## src/hdl/etwa_pkg.sv

```systemverilog
// Shared constants and helpers for the endpoint table with aging.
package etwa_pkg;

    localparam int TABLE_DEPTH = 16;
    localparam int IDX_W       = (TABLE_DEPTH > 1) ? $clog2(TABLE_DEPTH) : 1;
    localparam int CNT_W       = $clog2(TABLE_DEPTH + 1);

    localparam int ADDR_W      = 32;
    localparam int PORT_W      = 16;
    localparam int STAMP_W     = 32;
    localparam int ENTRY_W     = ADDR_W + PORT_W + STAMP_W;

    localparam int KIND_W      = 2;
    localparam int STATUS_W    = 3;
    localparam int SLOT_W      = 4;
    localparam int LIVE_W      = 5;
    localparam int MAX_AGE_W   = 17;

    localparam int PADDR_W     = 3;
    localparam int PDATA_W     = 32;

    localparam logic [MAX_AGE_W-1:0] MAX_AGE_RST = MAX_AGE_W'(60);
    localparam logic [0:0]           REG_MAX_AGE = 1'b0;

    localparam logic [KIND_W-1:0] KIND_BEACON = 2'd0;
    localparam logic [KIND_W-1:0] KIND_TICK   = 2'd1;
    localparam logic [KIND_W-1:0] KIND_PRUNE  = 2'd2;

    localparam logic [STATUS_W-1:0] ST_REFRESHED = 3'd0;
    localparam logic [STATUS_W-1:0] ST_ADDED     = 3'd1;
    localparam logic [STATUS_W-1:0] ST_FULL      = 3'd2;
    localparam logic [STATUS_W-1:0] ST_TICK      = 3'd3;
    localparam logic [STATUS_W-1:0] ST_PRUNE     = 3'd4;

    typedef struct packed {
        logic [ADDR_W-1:0]  address;
        logic [PORT_W-1:0]  port;
        logic [STAMP_W-1:0] stamp;
    } t_entry;

    function automatic logic [SLOT_W-1:0] to_slot(input logic [IDX_W-1:0] idx);
        return SLOT_W'(idx);
    endfunction

    function automatic logic [LIVE_W-1:0] to_live(input logic [CNT_W-1:0] cnt);
        return LIVE_W'(cnt);
    endfunction

endpackage

```

## src/hdl/endpoint_table_with_aging_core.sv

```systemverilog
// Endpoint table with aging: beacon learning, seconds counter and prune of stale entries.
//
// Beacon and prune items walk the table through the single read port of the entry RAM, one
// slot per cycle; tick and unknown items skip the walk. The input is stalled while an item
// is in work; a finished result waits in the output register, and the block holds its
// commit until that register is free. Valid bits live in flip-flops and are cleared by
// reset, so the table is usable right after reset. max_age is written through the APB port
// at byte address 0 and should only be changed while the block is idle.
module endpoint_table_with_aging_core (
    input  logic                                i_clk,
    input  logic                                i_rst_n,

    input  logic                                i_in_valid,
    output logic                                o_in_stall,
    input  logic [etwa_pkg::KIND_W-1:0]         i_kind,
    input  logic [etwa_pkg::ADDR_W-1:0]         i_source_address,
    input  logic [etwa_pkg::PORT_W-1:0]         i_source_port,

    output logic                                o_out_valid,
    input  logic                                i_out_stall,
    output logic [etwa_pkg::STATUS_W-1:0]       o_status,
    output logic [etwa_pkg::SLOT_W-1:0]         o_slot,
    output logic [etwa_pkg::LIVE_W-1:0]         o_live_entries,
    output logic [etwa_pkg::LIVE_W-1:0]         o_removed_count,

    input  logic                                psel,
    input  logic                                penable,
    input  logic                                pwrite,
    input  logic [etwa_pkg::PADDR_W-1:0]        paddr,
    input  logic [etwa_pkg::PDATA_W-1:0]        pwdata,
    output logic [etwa_pkg::PDATA_W-1:0]        prdata,
    output logic                                pready
);

    localparam logic [1:0] S_IDLE = 2'd0;
    localparam logic [1:0] S_SCAN = 2'd1;
    localparam logic [1:0] S_DONE = 2'd2;

    localparam int IDX_W = etwa_pkg::IDX_W;
    localparam int CNT_W = etwa_pkg::CNT_W;

    logic [1:0]                          r_state, n_state;
    logic [etwa_pkg::TABLE_DEPTH-1:0]    r_valid, n_valid;
    logic [CNT_W-1:0]                    r_live, n_live;
    logic [etwa_pkg::STAMP_W-1:0]        r_time, n_time;
    logic [etwa_pkg::MAX_AGE_W-1:0]      r_max_age;

    logic [etwa_pkg::KIND_W-1:0]         r_kind;
    logic [etwa_pkg::ADDR_W-1:0]         r_addr;
    logic [etwa_pkg::PORT_W-1:0]         r_port;

    logic [IDX_W:0]                      r_rd_cnt, n_rd_cnt;
    logic                                r_cmp_vld, n_cmp_vld;
    logic [IDX_W-1:0]                    r_cmp_idx, n_cmp_idx;
    logic                                r_hit_found, n_hit_found;
    logic [IDX_W-1:0]                    r_hit_idx, n_hit_idx;
    logic                                r_free_found, n_free_found;
    logic [IDX_W-1:0]                    r_free_idx, n_free_idx;
    logic [CNT_W-1:0]                    r_removed, n_removed;

    logic                                r_out_vld, n_out_vld;
    logic [etwa_pkg::STATUS_W-1:0]       r_out_status, n_out_status;
    logic [etwa_pkg::SLOT_W-1:0]         r_out_slot, n_out_slot;
    logic [etwa_pkg::LIVE_W-1:0]         r_out_live, n_out_live;
    logic [etwa_pkg::LIVE_W-1:0]         r_out_removed, n_out_removed;

    logic                                w_accept;
    logic                                w_rd_en;
    logic                                w_wr_en;
    logic [IDX_W-1:0]                    w_wr_idx;
    etwa_pkg::t_entry                    w_wr_entry;
    etwa_pkg::t_entry                    w_rd_entry;
    logic [etwa_pkg::ENTRY_W-1:0]        w_rd_data;
    logic [etwa_pkg::STAMP_W-1:0]        w_age;
    logic                                w_expired;
    logic                                w_match;
    logic                                w_slot_valid;
    logic                                w_out_free;
    logic                                w_cfg_wr;

    assign o_in_stall = (r_state != S_IDLE);
    assign w_accept   = i_in_valid && !o_in_stall;
    assign w_out_free = !r_out_vld || !i_out_stall;

    assign w_rd_en    = (r_state == S_SCAN) &&
                        (r_rd_cnt < (IDX_W + 1)'(etwa_pkg::TABLE_DEPTH));
    assign w_rd_entry = etwa_pkg::t_entry'(w_rd_data);
    assign w_age      = r_time - w_rd_entry.stamp;
    assign w_expired  = w_age > etwa_pkg::STAMP_W'(r_max_age);
    assign w_match    = (w_rd_entry.address == r_addr) && (w_rd_entry.port == r_port);
    assign w_slot_valid = r_valid[r_cmp_idx];

    etwa_ram #(
        .WIDTH(etwa_pkg::ENTRY_W),
        .DEPTH(etwa_pkg::TABLE_DEPTH)
    ) u_entry_ram (
        .i_clk     (i_clk),
        .i_wr_en   (w_wr_en),
        .i_wr_addr (w_wr_idx),
        .i_wr_data (w_wr_entry),
        .i_rd_en   (w_rd_en),
        .i_rd_addr (r_rd_cnt[IDX_W-1:0]),
        .o_rd_data (w_rd_data)
    );

    always_comb begin
        n_state       = r_state;
        n_valid       = r_valid;
        n_live        = r_live;
        n_time        = r_time;
        n_rd_cnt      = r_rd_cnt;
        n_cmp_vld     = w_rd_en;
        n_cmp_idx     = r_rd_cnt[IDX_W-1:0];
        n_hit_found   = r_hit_found;
        n_hit_idx     = r_hit_idx;
        n_free_found  = r_free_found;
        n_free_idx    = r_free_idx;
        n_removed     = r_removed;
        n_out_vld     = r_out_vld && i_out_stall;
        n_out_status  = r_out_status;
        n_out_slot    = r_out_slot;
        n_out_live    = r_out_live;
        n_out_removed = r_out_removed;
        w_wr_en       = 1'b0;
        w_wr_idx      = r_hit_idx;
        w_wr_entry    = '{address: r_addr, port: r_port, stamp: r_time};

        case (r_state)
            S_IDLE: begin
                if (w_accept) begin
                    n_rd_cnt     = '0;
                    n_hit_found  = 1'b0;
                    n_free_found = 1'b0;
                    n_removed    = '0;
                    if (i_kind == etwa_pkg::KIND_BEACON || i_kind == etwa_pkg::KIND_PRUNE) begin
                        n_state = S_SCAN;
                    end else begin
                        n_state = S_DONE;
                    end
                end
            end
            S_SCAN: begin
                if (w_rd_en) begin
                    n_rd_cnt = r_rd_cnt + 1'b1;
                end
                if (r_cmp_vld) begin
                    if (r_kind == etwa_pkg::KIND_BEACON) begin
                        if (w_slot_valid) begin
                            if (!r_hit_found && w_match) begin
                                n_hit_found = 1'b1;
                                n_hit_idx   = r_cmp_idx;
                            end
                        end else if (!r_free_found) begin
                            n_free_found = 1'b1;
                            n_free_idx   = r_cmp_idx;
                        end
                    end else if (w_slot_valid && w_expired) begin
                        n_valid[r_cmp_idx] = 1'b0;
                        n_removed          = r_removed + 1'b1;
                    end
                    if (r_cmp_idx == IDX_W'(etwa_pkg::TABLE_DEPTH - 1)) begin
                        n_state = S_DONE;
                    end
                end
            end
            S_DONE: begin
                if (w_out_free) begin
                    n_out_vld     = 1'b1;
                    n_out_slot    = '0;
                    n_out_removed = '0;
                    n_out_status  = etwa_pkg::ST_PRUNE;
                    case (r_kind)
                        etwa_pkg::KIND_BEACON: begin
                            if (r_hit_found) begin
                                w_wr_en      = 1'b1;
                                w_wr_idx     = r_hit_idx;
                                n_out_status = etwa_pkg::ST_REFRESHED;
                                n_out_slot   = etwa_pkg::to_slot(r_hit_idx);
                            end else if (r_free_found) begin
                                w_wr_en              = 1'b1;
                                w_wr_idx             = r_free_idx;
                                n_valid[r_free_idx]  = 1'b1;
                                n_live               = r_live + 1'b1;
                                n_out_status         = etwa_pkg::ST_ADDED;
                                n_out_slot           = etwa_pkg::to_slot(r_free_idx);
                            end else begin
                                n_out_status = etwa_pkg::ST_FULL;
                            end
                        end
                        etwa_pkg::KIND_TICK: begin
                            n_time       = r_time + 1'b1;
                            n_out_status = etwa_pkg::ST_TICK;
                        end
                        etwa_pkg::KIND_PRUNE: begin
                            n_live        = r_live - r_removed;
                            n_out_removed = etwa_pkg::to_live(r_removed);
                        end
                        default: begin
                            n_out_status = etwa_pkg::ST_PRUNE;
                        end
                    endcase
                    n_out_live = etwa_pkg::to_live(n_live);
                    n_state    = S_IDLE;
                end
            end
            default: begin
                n_state = S_IDLE;
            end
        endcase
    end

    always_ff @(posedge i_clk) begin
        if (!i_rst_n) begin
            r_state   <= S_IDLE;
            r_valid   <= '0;
            r_live    <= '0;
            r_time    <= '0;
            r_cmp_vld <= 1'b0;
            r_out_vld <= 1'b0;
        end else begin
            r_state   <= n_state;
            r_valid   <= n_valid;
            r_live    <= n_live;
            r_time    <= n_time;
            r_cmp_vld <= n_cmp_vld;
            r_out_vld <= n_out_vld;
        end
    end

    always_ff @(posedge i_clk) begin
        if (w_accept) begin
            r_kind <= i_kind;
            r_addr <= i_source_address;
            r_port <= i_source_port;
        end
        r_rd_cnt      <= n_rd_cnt;
        r_cmp_idx     <= n_cmp_idx;
        r_hit_found   <= n_hit_found;
        r_hit_idx     <= n_hit_idx;
        r_free_found  <= n_free_found;
        r_free_idx    <= n_free_idx;
        r_removed     <= n_removed;
        r_out_status  <= n_out_status;
        r_out_slot    <= n_out_slot;
        r_out_live    <= n_out_live;
        r_out_removed <= n_out_removed;
    end

    assign w_cfg_wr = psel && penable && pwrite && pready;

    always_ff @(posedge i_clk) begin
        if (!i_rst_n) begin
            r_max_age <= etwa_pkg::MAX_AGE_RST;
        end else if (w_cfg_wr && paddr[2] == etwa_pkg::REG_MAX_AGE) begin
            r_max_age <= pwdata[etwa_pkg::MAX_AGE_W-1:0];
        end
    end

    assign pready = 1'b1;
    assign prdata = (paddr[2] == etwa_pkg::REG_MAX_AGE) ?
                    etwa_pkg::PDATA_W'(r_max_age) : '0;

    assign o_out_valid     = r_out_vld;
    assign o_status        = r_out_status;
    assign o_slot          = r_out_slot;
    assign o_live_entries  = r_out_live;
    assign o_removed_count = r_out_removed;

    a_live_bound: assert property (@(posedge i_clk) disable iff (!i_rst_n)
        r_live <= CNT_W'(etwa_pkg::TABLE_DEPTH))
        else $error("live count exceeds table depth");

    a_live_matches_valid: assert property (@(posedge i_clk) disable iff (!i_rst_n)
        (r_state == S_IDLE) |-> (r_live == CNT_W'($countones(r_valid))))
        else $error("live count out of step with valid bits");

    a_no_compare_when_idle: assert property (@(posedge i_clk) disable iff (!i_rst_n)
        (r_state == S_IDLE) |-> !r_cmp_vld)
        else $error("compare stage busy while idle");

    a_full_means_full: assert property (@(posedge i_clk) disable iff (!i_rst_n)
        (r_out_vld && r_out_status == etwa_pkg::ST_FULL) |->
        (r_out_live == etwa_pkg::LIVE_W'(etwa_pkg::TABLE_DEPTH)))
        else $error("table full reported with free slots");

    a_added_sets_valid: assert property (@(posedge i_clk) disable iff (!i_rst_n)
        (r_state == S_DONE && w_out_free && r_kind == etwa_pkg::KIND_BEACON &&
         !r_hit_found && r_free_found) |=> r_valid[$past(r_free_idx)])
        else $error("added entry not marked valid");

endmodule

```

## src/hdl/etwa_ram.sv

```systemverilog
// Generic single-write, single-read RAM with registered read data.
module etwa_ram #(
    parameter int WIDTH = 8,
    parameter int DEPTH = 16
) (
    input  logic                                     i_clk,
    input  logic                                     i_wr_en,
    input  logic [((DEPTH > 1) ? $clog2(DEPTH) : 1)-1:0] i_wr_addr,
    input  logic [WIDTH-1:0]                         i_wr_data,
    input  logic                                     i_rd_en,
    input  logic [((DEPTH > 1) ? $clog2(DEPTH) : 1)-1:0] i_rd_addr,
    output logic [WIDTH-1:0]                         o_rd_data
);

    logic [WIDTH-1:0] r_mem [DEPTH];
    logic [WIDTH-1:0] r_rd_data;

    always_ff @(posedge i_clk) begin
        if (i_wr_en) begin
            r_mem[i_wr_addr] <= i_wr_data;
        end
        if (i_rd_en) begin
            r_rd_data <= r_mem[i_rd_addr];
        end
    end

    assign o_rd_data = r_rd_data;

endmodule
```

## config.mk

```make
export PLATFORM = sky130hd
export DESIGN_NAME = endpoint_table_with_aging_core
export DESIGN_NICKNAME = d
export VERILOG_FILES = /design/src/hdl/etwa_pkg.sv /design/src/hdl/endpoint_table_with_aging_core.sv /design/src/hdl/etwa_ram.sv
export SDC_FILE = /design/constraint.sdc
export NUM_CORES = 2
export LEC_CHECK = 0
export BUFFER_PORTS_ARGS = -buffer_cell sky130_fd_sc_hd__buf_2
export CAP_MARGIN = 30
export CELL_PAD_IN_SITES_DETAIL_PLACEMENT = 0
export CELL_PAD_IN_SITES_GLOBAL_PLACEMENT = 2
export CORE_ASPECT_RATIO = 1.75
export CORE_MARGIN = 2
export CORE_UTILIZATION = 49
export DETAILED_ROUTE_END_ITERATION = 8
export PLACE_DENSITY = 0.9
export SKIP_LAST_GASP = 1
export SLEW_MARGIN = 20
export SYNTH_ARGS = -nofsm -noshare
export SYNTH_HDL_FRONTEND = slang
export SYNTH_SLANG_ARGS = --single-unit
```

## constraint.sdc

```tcl
create_clock -name i_clk -period 7.75 [get_ports i_clk]
set_input_delay 0.3875 -clock i_clk [delete_from_list [all_inputs] [get_ports i_clk]]
set_output_delay 0.3875 -clock i_clk [all_outputs]
set_load 0.02 [all_outputs]
```

==> implementation parameters <==
Parameter                              Value

Setup path
  Buffer and inverter count on the worst path ... 2
  Arr. time, crit path ... 5.99 ns
  Cell family contributing the most delay on the critical path ... simple AND/OR/NAND/NOR gates
  Internal reg-to-reg setup slack ... 2.28 ns
  Capturing point of the worst reg2reg path ... r_removed[2]
  Start-to-end type of the worst setup path ... register to register
  Endpoint type of the worst setup path ... register
  Number of cells on the critical path ... 21
  Worst R2R Path Depth ... 21
  End point of the critical path ... r_removed[2]
  Ordered list of cells on the worst path ... inv_1, ha_1, fa_1, nand2b_1, a21o_1, a21oi_1, nor2_1, o21bai_1, a21oi_1, xnor2_1, ha_1, nand3_1, or4_1, nor2_1, nand2_1, o221ai_1, nand4_1, nor4b_4, and2_1, a211oi_1, buf_2
  Crit path largest cell delay ... 0.67 ns
  Critical Path Slowest Stage Cell ... sky130_fd_sc_hd__dfxtp_1
  Critical Path Fanout Max ... 19
  Nature of the critical path startpoint ... register
  Launch point of the worst reg-to-reg path ... r_time[0]
  Data required time of the critical path ... 8.26 ns
  Startpoint of the worst setup timing path ... r_time[0]

Final layout
  Fraction of layout instances using a drive strength above 1 ... 0.244
  Number of nets in the final layout ... 3384
  Most frequent standard cell in the layout excluding fill and tap cells ... sky130_fd_sc_hd__edfxtp_1
  Synth-to-layout area growth ... 13.5%
  Design Area, Final ... 0.0687 mm2
  Most frequent cells in the layout ... sky130_fd_sc_hd__edfxtp_1 (1447), sky130_fd_sc_hd__mux4_2 (405), sky130_fd_sc_hd__clkbuf_16 (136)

Route
  Number of DRC markers after the initial detailed-route iteration ... 2830
  Drt first pass iters ... 5
  Post-route antenna net violation count ... 0
  Routed wire length ... 135 mm
  Final routed wire length divided by cell count ... 27.0 um
  Count of unresolved DRC violations after routing ... 0
  Number of vias per cell after detailed routing ... 5.93
  Routed vias ... 29.6k

Synthesis
  Number of cells produced by synthesis ... 2995
  Register bit total from synthesis ... 1525
  Synth top area cells ... sky130_fd_sc_hd__edfxtp_1 (72%), sky130_fd_sc_hd__mux4_2 (15%), sky130_fd_sc_hd__dfxtp_1 (2.6%), sky130_fd_sc_hd__ha_1 (1.2%), sky130_fd_sc_hd__xnor2_1 (0.82%)
  Cell Area, Synth ... 0.0605 mm2
  Synth Flop Type ... sky130_fd_sc_hd__edfxtp_1
  Avg Synthesized Cell Area ... 20.2 um2
  Cell taking the most area after synthesis ... sky130_fd_sc_hd__edfxtp_1
  Portion of the post-synthesis area used by sequential elements ... 0.744
  Yosys synthesis warning count ... 0
  Unique cell type count in the Yosys netlist ... 74
  Proportion of netlist area held by the largest area contributor ... 0.718
  EDFF count, synth ... 1447
  Fraction of registers with async set or reset after synthesis ... 0

Floorplan
  Starting density of the core ... 0.494
  Number of top-level pins ... 144
  Placement row count ... 170
  Standard cell core area ... 0.123 mm2
  Die outline area ... 0.126 mm2
  Chip Width ... 270 um
  Die boundary height ... 469 um

Clock network
  Total clock sinks ... 1525
  CTS H-Tree Depth ... 4
  Maximum clock path buffer count ... 3
  Buffers inserted by post-CTS timing repair ... 0
  Number of buffers added by the clock tree synthesis step ... 136
  TritonCTS clock tree ... built
  Clock insertion delay at the later pin of the skew report ... 0.80 ns
  Clock root buffer ... sky130_fd_sc_hd__clkbuf_16
  Clock edge transition at the registers on the reported setup and hold paths ... 0.06 ns

Timing
  Relative max-transition margin ... 0.223
  Worst-Margin Slew ... 1.17 ns
  Setup violators final ... 0
  Number of hold violations in the final report ... 0
  Total Neg Setup Slack ... 0 ns
  Setup repair after global routing missed its margin ... false
  Achievable Freq ... 0.183 GHz
  Worst setup skew after layout ... 0.0358 ns
  Final critical path time including I/O delays and setup ... 5.47 ns
  Final period util ... 0.706
  Pins Over Slew Limit ... 0

Flow run
  Number of violations of the max-capacitance limit ... 0

Power and ir drop
  Leakage power ... 22.3 nW
  Worst vdd rail ir drop ... 0.000160 V
  Power per cell area ... 249 mW/mm2

GRT
  Largest net degree at the start of global routing ... 171
  Overall global routing resource usage ... 0.216
  Global-route wire length before repair ... 201 mm
  Vias in the first global route ... 30.8k
  Number of antenna violations at the first check in global routing ... 2
  Overflow after GRT ... 0

Place
  Number of I/O port buffers ... 110
  Post-placement cell area ... 0.0634 mm2
  Detailed placement HPWL ... 72.2 mm
  Final weighted congestion in routability-driven placement ... 0.850

Outcome
  Status ... finished clean

Hold path
  Worst hold path class ... input port to register
  Number of cells on the worst hold path ... 2
-- worst min path at each step --
stage / start / endpoint / slack (ns)
after floorplan: r_rd_cnt[3] / r_cmp_idx[3] / 0.35
after global placement: r_valid[7] / r_valid[7] / 0.45
after detailed placement: r_valid[7] / r_valid[7] / 0.46
after CTS: i_rst_n / r_max_age[3] / 0.07
after global routing: i_rst_n / r_max_age[3] / 0.11
final: i_rst_n / r_max_age[3] / 0.11
-- cell families (layout without fill, tap and decap cells) --
kind of cell | count (synthesis) | after routing | synth area share
buffers and inverters | 226 | 565 | 0.0154
DFF | 1525 | 1525 | 0.744
AOI/OAI and AO/OA | 236 | 236 | 0.0265
xor gates and xnor gates | 100 | 100 | 0.0145
adders and majority gates | 58 | 58 | 0.0122
other | 2 | 18 | 0.000124
and+or+nand+nor | 437 | 437 | 0.0359
muxes | 411 | 411 | 0.152
-- per-stage QoR --
stage | hold slack, ns | setup WS (ns) | util | cells | total power, W
after global routing | 0.113 | 1.85 | 0.561 | 4983 | 0.0176
after global placement | 0.448 | 2.13 | 0.516 | 4650 | 0.0103
final | 0.112 | 2.28 | 0.561 | 4984 | 0.0171
after CTS | 0.0702 | 2.01 | 0.561 | 4979 | 0.0173
after detailed placement | 0.457 | 2.03 | 0.517 | 4660 | 0.0104
after floorplan | 0.346 | 1.63 | - | 3009 | 0.0101
-- cells in the mapped netlist, types with 3 or more instances --
library cell / number
sky130_fd_sc_hd__mux2i_1: 6
sky130_fd_sc_hd__a2bb2oi_1: 4
sky130_fd_sc_hd__dfxtp_1: 78
sky130_fd_sc_hd__a21boi_0: 19
sky130_fd_sc_hd__and2_1: 46
sky130_fd_sc_hd__a22oi_1: 6
sky130_fd_sc_hd__a21oi_1: 54
sky130_fd_sc_hd__nand3b_1: 4
sky130_fd_sc_hd__a31oi_1: 9
sky130_fd_sc_hd__nand2b_1: 13
sky130_fd_sc_hd__o21ai_1: 11
sky130_fd_sc_hd__o21ai_0: 35
sky130_fd_sc_hd__nand3_1: 46
sky130_fd_sc_hd__a211oi_1: 12
sky130_fd_sc_hd__nand2_1: 121
sky130_fd_sc_hd__o21a_1: 7
sky130_fd_sc_hd__o211ai_1: 20
sky130_fd_sc_hd__o22ai_1: 4
sky130_fd_sc_hd__buf_1: 28
sky130_fd_sc_hd__nor2b_1: 13
sky130_fd_sc_hd__or4_1: 3
sky130_fd_sc_hd__o2111ai_1: 3
sky130_fd_sc_hd__buf_2: 3
sky130_fd_sc_hd__ha_1: 56
sky130_fd_sc_hd__a21o_1: 16
sky130_fd_sc_hd__xor2_1: 43
sky130_fd_sc_hd__nor2_1: 104
sky130_fd_sc_hd__inv_1: 73
sky130_fd_sc_hd__and3_1: 11
sky130_fd_sc_hd__and4_1: 4
sky130_fd_sc_hd__or3_1: 9
sky130_fd_sc_hd__o2bb2ai_1: 4
sky130_fd_sc_hd__clkbuf_1: 99
sky130_fd_sc_hd__mux4_2: 405
sky130_fd_sc_hd__a2111oi_0: 3
sky130_fd_sc_hd__nand4_1: 26
sky130_fd_sc_hd__xnor2_1: 57
sky130_fd_sc_hd__or2_2: 3
sky130_fd_sc_hd__nor3_1: 12
sky130_fd_sc_hd__edfxtp_1: 1447
sky130_fd_sc_hd__a32oi_1: 7
sky130_fd_sc_hd__buf_4: 19
sky130_fd_sc_hd__nor4_1: 11
-- cell type report --
class / instances / area (um2)
inverters: 74 / 278
diodes: 2 / 5.00
multi-input cells: 1258 / 14800
well taps: 1634 / 2040
repair buffers: 239 / 2010
clock buffers: 158 / 3490
fillers: 8965 / 53800
clock inverters: 94 / 1120
flip-flops and latches: 1525 / 45000
-- metal layers --
layer,part of all wire,GRT usage,up-vias,routed length [um]
li1,-,-,12692,-
met1,0.37,0.260,15484,49700
met2,0.55,0.398,1144,73800
met3,0.055,0.0333,232,7360
met4,0.029,0.0746,2,3970
met5,0.000096,0,-,13
-- worst reg2reg max path: stages, from the launching register on --
cell and delay [ns]:
sky130_fd_sc_hd__dfxtp_1 0.67, sky130_fd_sc_hd__inv_1 0.16, sky130_fd_sc_hd__ha_1 0.26, sky130_fd_sc_hd__fa_1 0.41
sky130_fd_sc_hd__nand2b_1 0.18, sky130_fd_sc_hd__a21o_1 0.22, sky130_fd_sc_hd__a21oi_1 0.19, sky130_fd_sc_hd__nor2_1 0.10
sky130_fd_sc_hd__o21bai_1 0.13, sky130_fd_sc_hd__a21oi_1 0.09, sky130_fd_sc_hd__xnor2_1 0.17, sky130_fd_sc_hd__ha_1 0.31
sky130_fd_sc_hd__nand3_1 0.08, sky130_fd_sc_hd__or4_1 0.51, sky130_fd_sc_hd__nor2_1 0.14, sky130_fd_sc_hd__nand2_1 0.07
sky130_fd_sc_hd__o221ai_1 0.12, sky130_fd_sc_hd__nand4_1 0.25, sky130_fd_sc_hd__nor4b_4 0.67, sky130_fd_sc_hd__and2_1 0.24
sky130_fd_sc_hd__a211oi_1 0.05, sky130_fd_sc_hd__buf_2 0.19
-- report_power, final --
| part | switching (W) | internal, W |
|---|---|---|
| clock network | 0.00310 | 0.00382 |
| logic | 0.000501 | 0.000516 |
| registers | 0.000110 | 0.00907 |
| total | 0.00371 | 0.0134 |
-- timing repair --
action / CTS / global route
gates resized for setup: 0 / 0
hold endpoints to repair: 68 / 0
hold buffers: 67 / 0
-- flip-flops by register name, summed over array words and instances (netlist names), 2 cells and up --
name and count:
r_live 5, r_addr 32, r_removed 5, r_state 2, r_free_idx 4, r_cmp_idx 4
o_slot 4, u_entry_ram.r_mem 1280, o_status 3, r_kind 2, r_max_age 17, r_port 16
r_valid 16, r_hit_idx 4, o_removed_count 5, o_live_entries 5, u_entry_ram.o_rd_data 80, r_time 32
r_rd_cnt 5
Power figures use the tool's default switching activity.
